File: src/rtl/core/assert_macros.svh
// Assertion macros shared by the key hash bucket index RTL.
// Depends on nothing; included by modules that carry assertions.
`ifndef ASSERT_MACROS_SVH
`define ASSERT_MACROS_SVH

// Same-cycle implication, disabled during reset.
`define KHBI_ASSERT_IMP(lbl, clk, rstn, ante, cons, msg) \
    lbl: assert property (@(posedge clk) disable iff (!rstn) (ante) |-> (cons)) \
        else $error(msg);

// Next-cycle implication, disabled during reset.
`define KHBI_ASSERT_NXT(lbl, clk, rstn, ante, cons, msg) \
    lbl: assert property (@(posedge clk) disable iff (!rstn) (ante) |=> (cons)) \
        else $error(msg);

`endif

File: src/rtl/core/khbi_pkg.sv
// Shared types and constants for the key hash bucket index block.
// No dependencies; used by khbi_alu, khbi_mod and key_hash_bucket_index.
package khbi_pkg;

    localparam int unsigned HASH_W  = 32;
    localparam int unsigned BYTE_W  = 8;
    localparam int unsigned CNT_W   = 17;
    localparam int unsigned IDX_W   = 16;

    localparam logic [CNT_W-1:0] BUCKET_COUNT_RESET = 17'd1024;
    localparam logic [CNT_W-1:0] BUCKET_COUNT_MAX   = 17'd65536;

    // one-at-a-time shift amounts
    localparam int unsigned MIX_SHL = 10;
    localparam int unsigned MIX_SHR = 6;
    localparam int unsigned FIN_SHL_A = 3;
    localparam int unsigned FIN_SHR   = 11;
    localparam int unsigned FIN_SHL_B = 15;

    typedef enum logic [2:0] {
        ALU_ADD_BYTE,
        ALU_ADD_SHL10,
        ALU_XOR_SHR6,
        ALU_ADD_SHL3,
        ALU_XOR_SHR11,
        ALU_ADD_SHL15
    } alu_op_t;

    typedef struct packed {
        logic              start;
        logic [HASH_W-1:0] dividend;
        logic [CNT_W-1:0]  divisor;
    } mod_ctrl_t;

    typedef struct packed {
        logic             busy;
        logic             done;
        logic [IDX_W-1:0] rem;
    } mod_stat_t;

endpackage

File: src/rtl/core/key_hash_bucket_index.sv
// Top level: one-at-a-time key hash with bucket index (hash mod bucket count).
// Depends on khbi_pkg, khbi_alu, khbi_mod and assert_macros.svh.
//
//  channel  | dir | handshake            | payload
//  ---------+-----+----------------------+------------------------------------------
//  s_axis   | in  | s_axis_tvalid/tready | tdata key_byte, tuser byte_present,
//           |     |                      | tlast last_byte
//  m_axis   | out | m_axis_tvalid/tready | tdata hash_value[31:0], bucket_index[47:32]
//  cfg      | in  | cfg_valid/cfg_ready  | cfg_data bucket_count (17 bits)
//
// Steps: a request without last_byte passes accept, add, shift-10 add and
//   shift-6 xor, or only accept and add when no byte is present; the shared hash
//   step unit does one operation per cycle.
// A request with last_byte adds 3 finalize steps, the bit-serial modulo unit and
//   the load of the output register; m_axis_tvalid rises as the block returns to
//   taking the next request.
// Reset: asynchronous, active low; clears running hash, state and output valid,
//   and sets bucket_count to 1024. No clearing pass.
// Stalls: the finished result sits in an output register; new requests are taken
//   while it waits, and only a next result waits for that register to drain.
// cfg_ready is always high; bucket_count 0 acts as 1, above 65536 as 65536.
`include "assert_macros.svh"

module key_hash_bucket_index
(
    input  logic        clk,
    input  logic        rst_n,

    input  logic        s_axis_tvalid,
    output logic        s_axis_tready,
    input  logic [7:0]  s_axis_tdata,   // [7:0] key_byte
    input  logic        s_axis_tuser,   // [0] byte_present
    input  logic        s_axis_tlast,   // last_byte

    output logic        m_axis_tvalid,
    input  logic        m_axis_tready,
    output logic [47:0] m_axis_tdata,   // [31:0] hash_value, [47:32] bucket_index

    input  logic        cfg_valid,
    output logic        cfg_ready,
    input  logic [16:0] cfg_data        // bucket_count
);

    typedef enum logic [8:0] {
        ST_IDLE    = 9'b000000001,
        ST_ADD     = 9'b000000010,
        ST_MIX_SHL = 9'b000000100,
        ST_MIX_XOR = 9'b000001000,
        ST_FIN_A   = 9'b000010000,
        ST_FIN_XOR = 9'b000100000,
        ST_FIN_B   = 9'b001000000,
        ST_MOD     = 9'b010000000,
        ST_DONE    = 9'b100000000
    } state_t;

    state_t                          state_reg, state_next;
    logic [khbi_pkg::HASH_W-1:0]     hash_reg, hash_next;
    logic [khbi_pkg::BYTE_W-1:0]     byte_reg;
    logic                            present_reg;
    logic                            last_reg;
    logic [khbi_pkg::CNT_W-1:0]      bucket_count_reg;
    logic [khbi_pkg::CNT_W-1:0]      buckets_eff;

    logic                            out_valid_reg;
    logic [khbi_pkg::HASH_W-1:0]     out_hash_reg;
    logic [khbi_pkg::IDX_W-1:0]      out_idx_reg;
    logic                            out_load;

    khbi_pkg::alu_op_t               alu_op;
    logic [khbi_pkg::HASH_W-1:0]     alu_res;
    khbi_pkg::mod_ctrl_t             mod_ctrl;
    khbi_pkg::mod_stat_t             mod_stat;

    logic                            in_acc;

    assign s_axis_tready = (state_reg == ST_IDLE);
    assign in_acc        = s_axis_tvalid && s_axis_tready;
    assign cfg_ready     = 1'b1;

    // clamp the configured count into 1..65536
    always_comb
    begin
        if (bucket_count_reg == '0)
            buckets_eff = khbi_pkg::CNT_W'(1);
        else if (bucket_count_reg > khbi_pkg::BUCKET_COUNT_MAX)
            buckets_eff = khbi_pkg::BUCKET_COUNT_MAX;
        else
            buckets_eff = bucket_count_reg;
    end

    khbi_alu u_alu
    (
        .op       (alu_op),
        .hash_in  (hash_reg),
        .byte_in  (byte_reg),
        .hash_out (alu_res)
    );

    khbi_mod u_mod
    (
        .clk   (clk),
        .rst_n (rst_n),
        .ctrl  (mod_ctrl),
        .stat  (mod_stat)
    );

    // output register frees up when empty or being taken this cycle
    assign out_load = (state_reg == ST_DONE) && (!out_valid_reg || m_axis_tready);

    always_comb
    begin
        state_next        = state_reg;
        hash_next         = hash_reg;
        alu_op            = khbi_pkg::ALU_ADD_BYTE;
        mod_ctrl.start    = 1'b0;
        mod_ctrl.dividend = alu_res;
        mod_ctrl.divisor  = buckets_eff;
        unique case (state_reg)
            ST_IDLE:
            begin
                if (in_acc)
                    state_next = ST_ADD;
            end
            ST_ADD:
            begin
                alu_op = khbi_pkg::ALU_ADD_BYTE;
                if (present_reg)
                begin
                    hash_next  = alu_res;
                    state_next = ST_MIX_SHL;
                end
                else if (last_reg)
                    state_next = ST_FIN_A;
                else
                    state_next = ST_IDLE;
            end
            ST_MIX_SHL:
            begin
                alu_op     = khbi_pkg::ALU_ADD_SHL10;
                hash_next  = alu_res;
                state_next = ST_MIX_XOR;
            end
            ST_MIX_XOR:
            begin
                alu_op     = khbi_pkg::ALU_XOR_SHR6;
                hash_next  = alu_res;
                state_next = last_reg ? ST_FIN_A : ST_IDLE;
            end
            ST_FIN_A:
            begin
                alu_op     = khbi_pkg::ALU_ADD_SHL3;
                hash_next  = alu_res;
                state_next = ST_FIN_XOR;
            end
            ST_FIN_XOR:
            begin
                alu_op     = khbi_pkg::ALU_XOR_SHR11;
                hash_next  = alu_res;
                state_next = ST_FIN_B;
            end
            ST_FIN_B:
            begin
                // finished hash goes to the modulo unit and the hash register at once
                alu_op         = khbi_pkg::ALU_ADD_SHL15;
                hash_next      = alu_res;
                mod_ctrl.start = 1'b1;
                state_next     = ST_MOD;
            end
            ST_MOD:
            begin
                if (mod_stat.done)
                    state_next = ST_DONE;
            end
            ST_DONE:
            begin
                if (out_load)
                begin
                    hash_next  = '0;
                    state_next = ST_IDLE;
                end
            end
            default:
            begin
                state_next = ST_IDLE;
            end
        endcase
    end

    always_ff @(posedge clk or negedge rst_n)
    begin
        if (!rst_n)
        begin
            state_reg        <= ST_IDLE;
            hash_reg         <= '0;
            bucket_count_reg <= khbi_pkg::BUCKET_COUNT_RESET;
            out_valid_reg    <= 1'b0;
        end
        else
        begin
            state_reg <= state_next;
            hash_reg  <= hash_next;
            if (cfg_valid && cfg_ready)
                bucket_count_reg <= cfg_data;
            if (out_load)
                out_valid_reg <= 1'b1;
            else if (m_axis_tready)
                out_valid_reg <= 1'b0;
        end
    end

    always_ff @(posedge clk)
    begin
        if (in_acc)
        begin
            byte_reg    <= s_axis_tdata;
            present_reg <= s_axis_tuser;
            last_reg    <= s_axis_tlast;
        end
        if (out_load)
        begin
            out_hash_reg <= hash_reg;
            out_idx_reg  <= mod_stat.rem;
        end
    end

    assign m_axis_tvalid = out_valid_reg;
    assign m_axis_tdata  = {out_idx_reg, out_hash_reg};

    `KHBI_ASSERT_IMP(a_idle_mod_free, clk, rst_n, s_axis_tready, !mod_stat.busy,
        "modulo unit busy while taking requests")
    `KHBI_ASSERT_IMP(a_done_in_mod, clk, rst_n, mod_stat.done, state_reg == ST_MOD,
        "modulo finished outside its wait state")
    `KHBI_ASSERT_NXT(a_load_clears, clk, rst_n, out_load,
        (hash_reg == '0) && m_axis_tvalid, "running hash not cleared after result")

endmodule

File: src/rtl/core/khbi_alu.sv
// Shared hash step unit: one add, shift-add or shift-xor per cycle.
// Depends on khbi_pkg.
module khbi_alu
(
    input  khbi_pkg::alu_op_t                 op,
    input  logic [khbi_pkg::HASH_W-1:0]       hash_in,
    input  logic [khbi_pkg::BYTE_W-1:0]       byte_in,
    output logic [khbi_pkg::HASH_W-1:0]       hash_out
);

    always_comb
    begin
        unique case (op)
            khbi_pkg::ALU_ADD_BYTE:
                hash_out = hash_in + {{(khbi_pkg::HASH_W-khbi_pkg::BYTE_W){1'b0}}, byte_in};
            khbi_pkg::ALU_ADD_SHL10:
                hash_out = hash_in + (hash_in << khbi_pkg::MIX_SHL);
            khbi_pkg::ALU_XOR_SHR6:
                hash_out = hash_in ^ (hash_in >> khbi_pkg::MIX_SHR);
            khbi_pkg::ALU_ADD_SHL3:
                hash_out = hash_in + (hash_in << khbi_pkg::FIN_SHL_A);
            khbi_pkg::ALU_XOR_SHR11:
                hash_out = hash_in ^ (hash_in >> khbi_pkg::FIN_SHR);
            khbi_pkg::ALU_ADD_SHL15:
                hash_out = hash_in + (hash_in << khbi_pkg::FIN_SHL_B);
            default:
                hash_out = hash_in;
        endcase
    end

endmodule

File: src/rtl/core/khbi_mod.sv
// Bit-serial restoring modulo: 32-bit dividend by 17-bit divisor, one bit a cycle.
// Depends on khbi_pkg and assert_macros.svh.
`include "assert_macros.svh"

module khbi_mod
(
    input  logic                clk,
    input  logic                rst_n,
    input  khbi_pkg::mod_ctrl_t ctrl,
    output khbi_pkg::mod_stat_t stat
);

    localparam int unsigned STEP_W = $clog2(khbi_pkg::HASH_W);

    logic                          busy_reg, busy_next;
    logic [STEP_W-1:0]             cnt_reg, cnt_next;
    logic [khbi_pkg::HASH_W-1:0]   dvd_reg, dvd_next;
    logic [khbi_pkg::CNT_W-1:0]    div_reg, div_next;
    logic [khbi_pkg::IDX_W-1:0]    rem_reg, rem_next;
    logic [khbi_pkg::CNT_W-1:0]    shifted;
    logic                          last_step;

    assign shifted   = {rem_reg, dvd_reg[khbi_pkg::HASH_W-1]};
    assign last_step = busy_reg && (cnt_reg == STEP_W'(khbi_pkg::HASH_W - 1));

    always_comb
    begin
        busy_next = busy_reg;
        cnt_next  = cnt_reg;
        dvd_next  = dvd_reg;
        div_next  = div_reg;
        rem_next  = rem_reg;
        if (ctrl.start)
        begin
            busy_next = 1'b1;
            cnt_next  = '0;
            dvd_next  = ctrl.dividend;
            div_next  = ctrl.divisor;
            rem_next  = '0;
        end
        else if (busy_reg)
        begin
            dvd_next = {dvd_reg[khbi_pkg::HASH_W-2:0], 1'b0};
            cnt_next = cnt_reg + STEP_W'(1);
            // remainder stays below divisor <= 65536, so 16 bits hold it
            if (shifted >= div_reg)
                rem_next = khbi_pkg::IDX_W'(shifted - div_reg);
            else
                rem_next = shifted[khbi_pkg::IDX_W-1:0];
            if (last_step)
                busy_next = 1'b0;
        end
    end

    always_ff @(posedge clk or negedge rst_n)
    begin
        if (!rst_n)
        begin
            busy_reg <= 1'b0;
            cnt_reg  <= '0;
        end
        else
        begin
            busy_reg <= busy_next;
            cnt_reg  <= cnt_next;
        end
    end

    always_ff @(posedge clk)
    begin
        dvd_reg <= dvd_next;
        div_reg <= div_next;
        rem_reg <= rem_next;
    end

    assign stat.busy = busy_reg;
    assign stat.done = last_step;
    assign stat.rem  = rem_reg;

    `KHBI_ASSERT_IMP(a_start_idle, clk, rst_n, ctrl.start, !busy_reg, "modulo start while busy")
    `KHBI_ASSERT_IMP(a_rem_below, clk, rst_n, busy_reg && (cnt_reg != '0),
        ({1'b0, rem_reg} < div_reg), "partial remainder not below divisor")
    `KHBI_ASSERT_NXT(a_done_idle, clk, rst_n, last_step, !busy_reg, "modulo busy after last step")

endmodule
File: config.mk
export PLATFORM = sky130hd
export DESIGN_NAME = key_hash_bucket_index
export DESIGN_NICKNAME = d
export VERILOG_FILES = /design/src/rtl/core/khbi_pkg.sv /design/src/rtl/core/key_hash_bucket_index.sv /design/src/rtl/core/khbi_alu.sv /design/src/rtl/core/khbi_mod.sv
export VERILOG_INCLUDE_DIRS = /design/src /design/src/rtl/core
export SDC_FILE = /design/constraint.sdc
export NUM_CORES = 1
export LEC_CHECK = 0
export ABC_AREA = 1
export BUFFER_PORTS_ARGS = -buffer_cell sky130_fd_sc_hd__buf_2
export CORE_MARGIN = 2
export CORE_UTILIZATION = 38
export DETAILED_ROUTE_END_ITERATION = 10
export RECOVER_POWER = 25
export SLEW_MARGIN = 20
export SYNTH_ARGS = -nofsm -noshare
export SYNTH_HDL_FRONTEND = slang
export SYNTH_SLANG_ARGS = --single-unit
File: constraint.sdc
create_clock -name clk -period 9.3 [get_ports clk]
set_input_delay 1.86 -clock clk [delete_from_list [all_inputs] [get_ports clk]]
set_output_delay 1.86 -clock clk [all_outputs]
set_load 0.01 [all_outputs]
* Word level (Yosys, flattened, before mapping)
Cells that the tools add are included.
** Cells by class
- Add/sub/neg operators :: 6
- $lt $le $gt $ge :: 2
- Eq/ne operators :: 19
- Multiplexer cells :: 23
- Bitwise operators :: 2
- Reduce and logical (&&, ||, !) cells :: 14
** Operator list (count)
- $pmux W32 S6 :: 1
- $mux W32 :: 4
- $add A32 B32 Y32 :: 3
- $pmux W32 S3 :: 1
- $pmux W9 S9 :: 1
- $add A32 B8 Y32 :: 1
- $xor A32 B21 Y32 :: 1
- $xor A32 B26 Y32 :: 1
- $mux W9 :: 3
- $mux W5 :: 4
- $ge A17 B17 Y1 :: 1
- $gt A17 B17 Y1 const B :: 1
- $logic_not A17 Y1 :: 1
- $mux W17 :: 1
- $mux W16 :: 1
- $sub A16 B16 Y16 :: 1
- $pmux W3 S5 :: 1
- $eq A9 B1 Y1 const B :: 1
- $eq A9 B2 Y1 const B :: 1
- $eq A9 B3 Y1 const B :: 1
- $eq A9 B4 Y1 const B :: 1
- $eq A9 B5 Y1 const B :: 1
- $eq A9 B6 Y1 const B :: 1
- $eq A9 B7 Y1 const B :: 1
- other kinds (19) :: 32
** Storage, ports and cells
- Bits in registers :: 188
- Input bits :: 32
- Output and inout port bits :: 51

* Longest topological paths before layout
- Depth after elaboration :: 6
- Depth in mapped cells :: 17

* By module
Synthesis repeated with hierarchy kept, for this count alone.
** Second synthesis, totals
- Cells, all modules :: 2341
- Area, all modules :: 15708.8 sq um
** Modules (own cells, without submodules)
- khbi_alu :: instances 1, cells an instance 1361, area each 6886.6 sq um, seq. area each 0.0 sq um
- key_hash_bucket_index :: instances 1, cells an instance 471, area each 4767.1 sq um, seq. area each 3220.6 sq um
- khbi_mod :: instances 1, cells an instance 509, area each 4055.1 sq um, seq. area each 1941.9 sq um

* Least setup slack after synthesis
OpenSTA, ideal clock, no wires.
- Path type :: in2reg
- From :: input m_axis_tready
- To :: register out_hash_reg[0] (netlist bit) (enable)
- Setup time :: 0.454 ns
- Arrival time :: 3.923 ns
- Required time :: 8.846 ns
- Setup slack :: 4.924 ns
- Stages on the path :: 2
- Cell sequence :: nor2_1 -> nor2_1
** On the way
- Word-level cells in the longest chain between the ends :: 2
** Ends and longest elaborated chain
- start, declared :: line key_hash_bucket_index.sv:36 : input logic m_axis_tready,
- $logic_or A1 B1 Y1 :: line key_hash_bucket_index.sv:108 : assign out_load = (state_reg == ST_DONE) && (!out_valid_reg || m_axis_tready);
- $logic_and A1 B1 Y1 :: line key_hash_bucket_index.sv:108
- net out_load :: line key_hash_bucket_index.sv:67 : logic out_load;
- end signal, assigned :: line key_hash_bucket_index.sv:221 : out_hash_reg <= hash_reg;
- end, declared :: line key_hash_bucket_index.sv:65 : logic [khbi_pkg::HASH_W-1:0] out_hash_reg;
The timed path passes the listed nets, and every way through them passes these cells.
A chain may end at the register's enable or synchronous reset.

* Worst setup path after layout
- From :: register state_reg[0]
- To :: register hash_reg[26] (netlist bit)
** On the way
- Word-level cells in the longest chain between the ends :: 6
** Ends and longest elaborated chain
- start, declared :: line key_hash_bucket_index.sv:56 : state_t state_reg, state_next;
- start signal, assigned :: line key_hash_bucket_index.sv:200 : state_reg <= state_next;
- $eq A9 B7 Y1, or another cell as far along :: line key_hash_bucket_index.sv:118 : unique case (state_reg)
- $pmux W3 S5 :: line key_hash_bucket_index.sv:118
- $eq A3 B3 Y1, or another cell as far along :: line khbi_alu.sv:13 : unique case (op)
- $pmux W32 S6 :: line khbi_alu.sv:13
- $mux W32 :: line key_hash_bucket_index.sv:127 : if (present_reg)
- $pmux W32 S3 :: line key_hash_bucket_index.sv:118
- end signal, assigned :: line key_hash_bucket_index.sv:201 : hash_reg <= hash_next;
- end, declared :: line key_hash_bucket_index.sv:57 : logic [khbi_pkg::HASH_W-1:0] hash_reg, hash_next;
Several ways; a longest one is shown, not always the timed one. The select of a mux whose other input is x is not followed.

==> flow_summary.yaml <==
status:
  status: "complete, but fails checks"
  violations: "max-capacitance violations, max-slew violations"
routing:
  drt_first_pass_iters: 6
  drt-vias-per-instance: 5.24
  drtAntennaViolNets: 0
  drt-initial-drc-count: 1296
  drc: 0
  wire_per_inst_um: 18.1
  finalWirelength_mm: 51.0
  vias: 14800
global_route:
  grt_overflow: 0
  grt_antenna_before_repair: 1
  grt_pass1_vias: 14000
  grt.total_usage_pct: 24.7
  grt_pass1_wl_mm: 78.2
  grt_start_max_net_pins: 66
logic_synthesis:
  synth_seq_cells: 188
  synth_area_leaders: "edfxtp_1 21%, nand2_1 19%, dfrtp_1 10%"
  synth_top_area_share_pct: 21.1
  syn-instance-count: 2220
  yosys.area.top_type: "edfxtp_1"
  ys.warnings.count: 0
  yosysMostFrequentCell: "nand2_1"
  synth_edf_count: 107
  syn_area_per_cell_um2: 6.85
  async_flop_share_pct: 34.6
  synth_common_cells: "781 x nand2_1, 301 x inv_1, 190 x nor2_1"
  synth_flop_cell: "edfxtp_1"
  ys_seq_area_share_pct: 33.9
  syn_nets: 2351
  ys_types: 54
  syn_area_mm2: 0.0152
floorplanning:
  die_area_mm2: 0.0416
  die_h_um: 204
  ios: 83
  die_width_um: 204
  start_util_pct: 38.4
  rows: 73
  core_mm2: 0.0396
flow_run:
  maxCapViolations: 4
sta:
  rsz0062_at_grt: "no"
  timing.fmax_ghz: 0.218
  hold_violations: 0
  max_slew_margin_pct: -32.8
  period_share_pct: 49.3
  skew_ns: 0.0158
  tightestPinTransition_ns: 1.98
  finalSetupViolCount: 0
  fin_crit_ns: 4.58
  finalMaxSlewViolations: 111
  setup_tns_ns: 0
placement:
  io_buffers: 81
  hpwl_mm: 38.2
  gp_congestion: 0.964
  dp.cells: 2793
finish:
  final_cells: 2825
  synthToLayoutAreaGrowth_pct: 10.3
  num-fill-cells: 4195
  drive_gt1_share_pct: 7.57
  nets: 2418
  diodes: 0
  fin_util_pct: 42.3
worst_setup_path:
  path_class: "flip-flop to flip-flop"
  cp.required_ns: 9.65
  arrival_ns: 4.93
  crit_fanout: 42
  endpoint_kind: "flip-flop"
  cp-start-kind: "flip-flop"
clocking:
  postCtsSetupBuffers: 0
  cts.clk_slew.worst_paths_ns: 0.08
  cts_tree: "built"
  cts_buffers: 17
  holdBufCountCts: 0
  ctsResizeCount: 0
  root_buffer: "clkbuf_16"
  cts_sinks: 188
  clkLatencyLatePin_ns: 0.48
  clock_path_buffers: 2
  h-tree-depth: 4
power_and_ir_drop:
  power.density_mw_per_mm2: 300
  peakVddDrop_v: 0.000123
  power.leakage_uw: 0.00848
min_path:
  worst_hold_path_type: "flip-flop to flip-flop"
critical path, stage by stage, from the launching register on:
cell and delay [ns]:
dfstp_1 0.55, nor2_1 0.08, nand2_1 0.20, inv_1 0.20, nand3_1 0.12, clkbuf_1 1.11
clkinv_1 1.08, nand3_1 0.53, nand2_1 0.09, inv_1 0.16, nand3_1 0.10, o21ai_0 0.16
nand2_1 0.07
kinds of logic after synthesis:
| kind of cell | share of synthesized area [%] |
|---|---|
| buffers and inverters | 9.48 |
| DFF | 33.9 |
| muxes | 1.11 |
| AOI/OAI and AO/OA | 7.42 |
| and+or+nand+nor | 36.0 |
| adders and majority gates | 8.39 |
| xor gates and xnor gates | 3.63 |
| other | 0.0247 |
per-stage QoR:
stage	power (µW)	area (µm²)	setup WS (ns)	hold slack, ns
after global placement	4170	16200	5.30	0.476
after detailed placement	4200	16200	5.26	0.469
final	5020	16800	4.72	0.487
after floorplan	3320	15200	4.92	0.423
after CTS	5000	16800	5.75	0.489
after global routing	5420	16800	4.28	0.513
final cells by class:
| type | count | area, µm² | area share, % |
|---|---|---|---|
| multi-input cells | 1668 | 8610 | 51.3 |
| flip-flops and latches | 188 | 5160 | 30.8 |
| inverters | 307 | 1150 | 6.89 |
| well taps | 525 | 657 | 3.92 |
| repair buffers | 105 | 532 | 3.17 |
| clock buffers | 18 | 450 | 2.69 |
| clock inverters | 14 | 203 | 1.21 |
worst paths after layout:
kind	endpoint	slack, ns	from	cells after the start
max	hash_reg[26]	4.72	state_reg[0]	12
min	u_mod.rem_reg[9]	0.49	u_mod.rem_reg[9]	2
max reg2reg	hash_reg[26]	4.72	state_reg[0]	12
min reg2reg	u_mod.rem_reg[9]	0.49	u_mod.rem_reg[9]	2
max in group asynchronous	hash_reg[28]	7.07	rst_n	2
min in group asynchronous	bucket_count_reg[14]	1.58	rst_n	2
layout by cell type, fill, tap and decap left out, types with 8 or more instances in the layout:
cell	n
buf_2	80
dfrtp_1	63
ha_1	94
nand4_1	33
clkbuf_1	15
nand3_1	187
or2_2	16
nor3_1	20
xnor2_1	35
nand2_1	781
inv_1	302
clkbuf_16	18
nor2_1	191
a21oi_1	85
buf_4	10
edfxtp_1	107
o21bai_1	8
o21ai_0	72
dfxtp_1	16
nand3b_1	32
mux2_2	15
xor2_1	28
report_power, final:
group	switching (µW)	internal, µW	total [µW]
Sequential	296	1030	1330
Combinational	1930	971	2900
Clock	406	389	795
Total	2630	2390	5020
layer usage:
metal | global-route usage, % | up-vias | routed length, µm
met5 | 0 | - | 0
met2 | 40.3 | 523 | 23200
met3 | 5.33 | 124 | 4060
met1 | 32.0 | 6859 | 21900
met4 | 9.76 | 0 | 1850
li1 | - | 7308 | -
(Power assumes the default switching activity.)
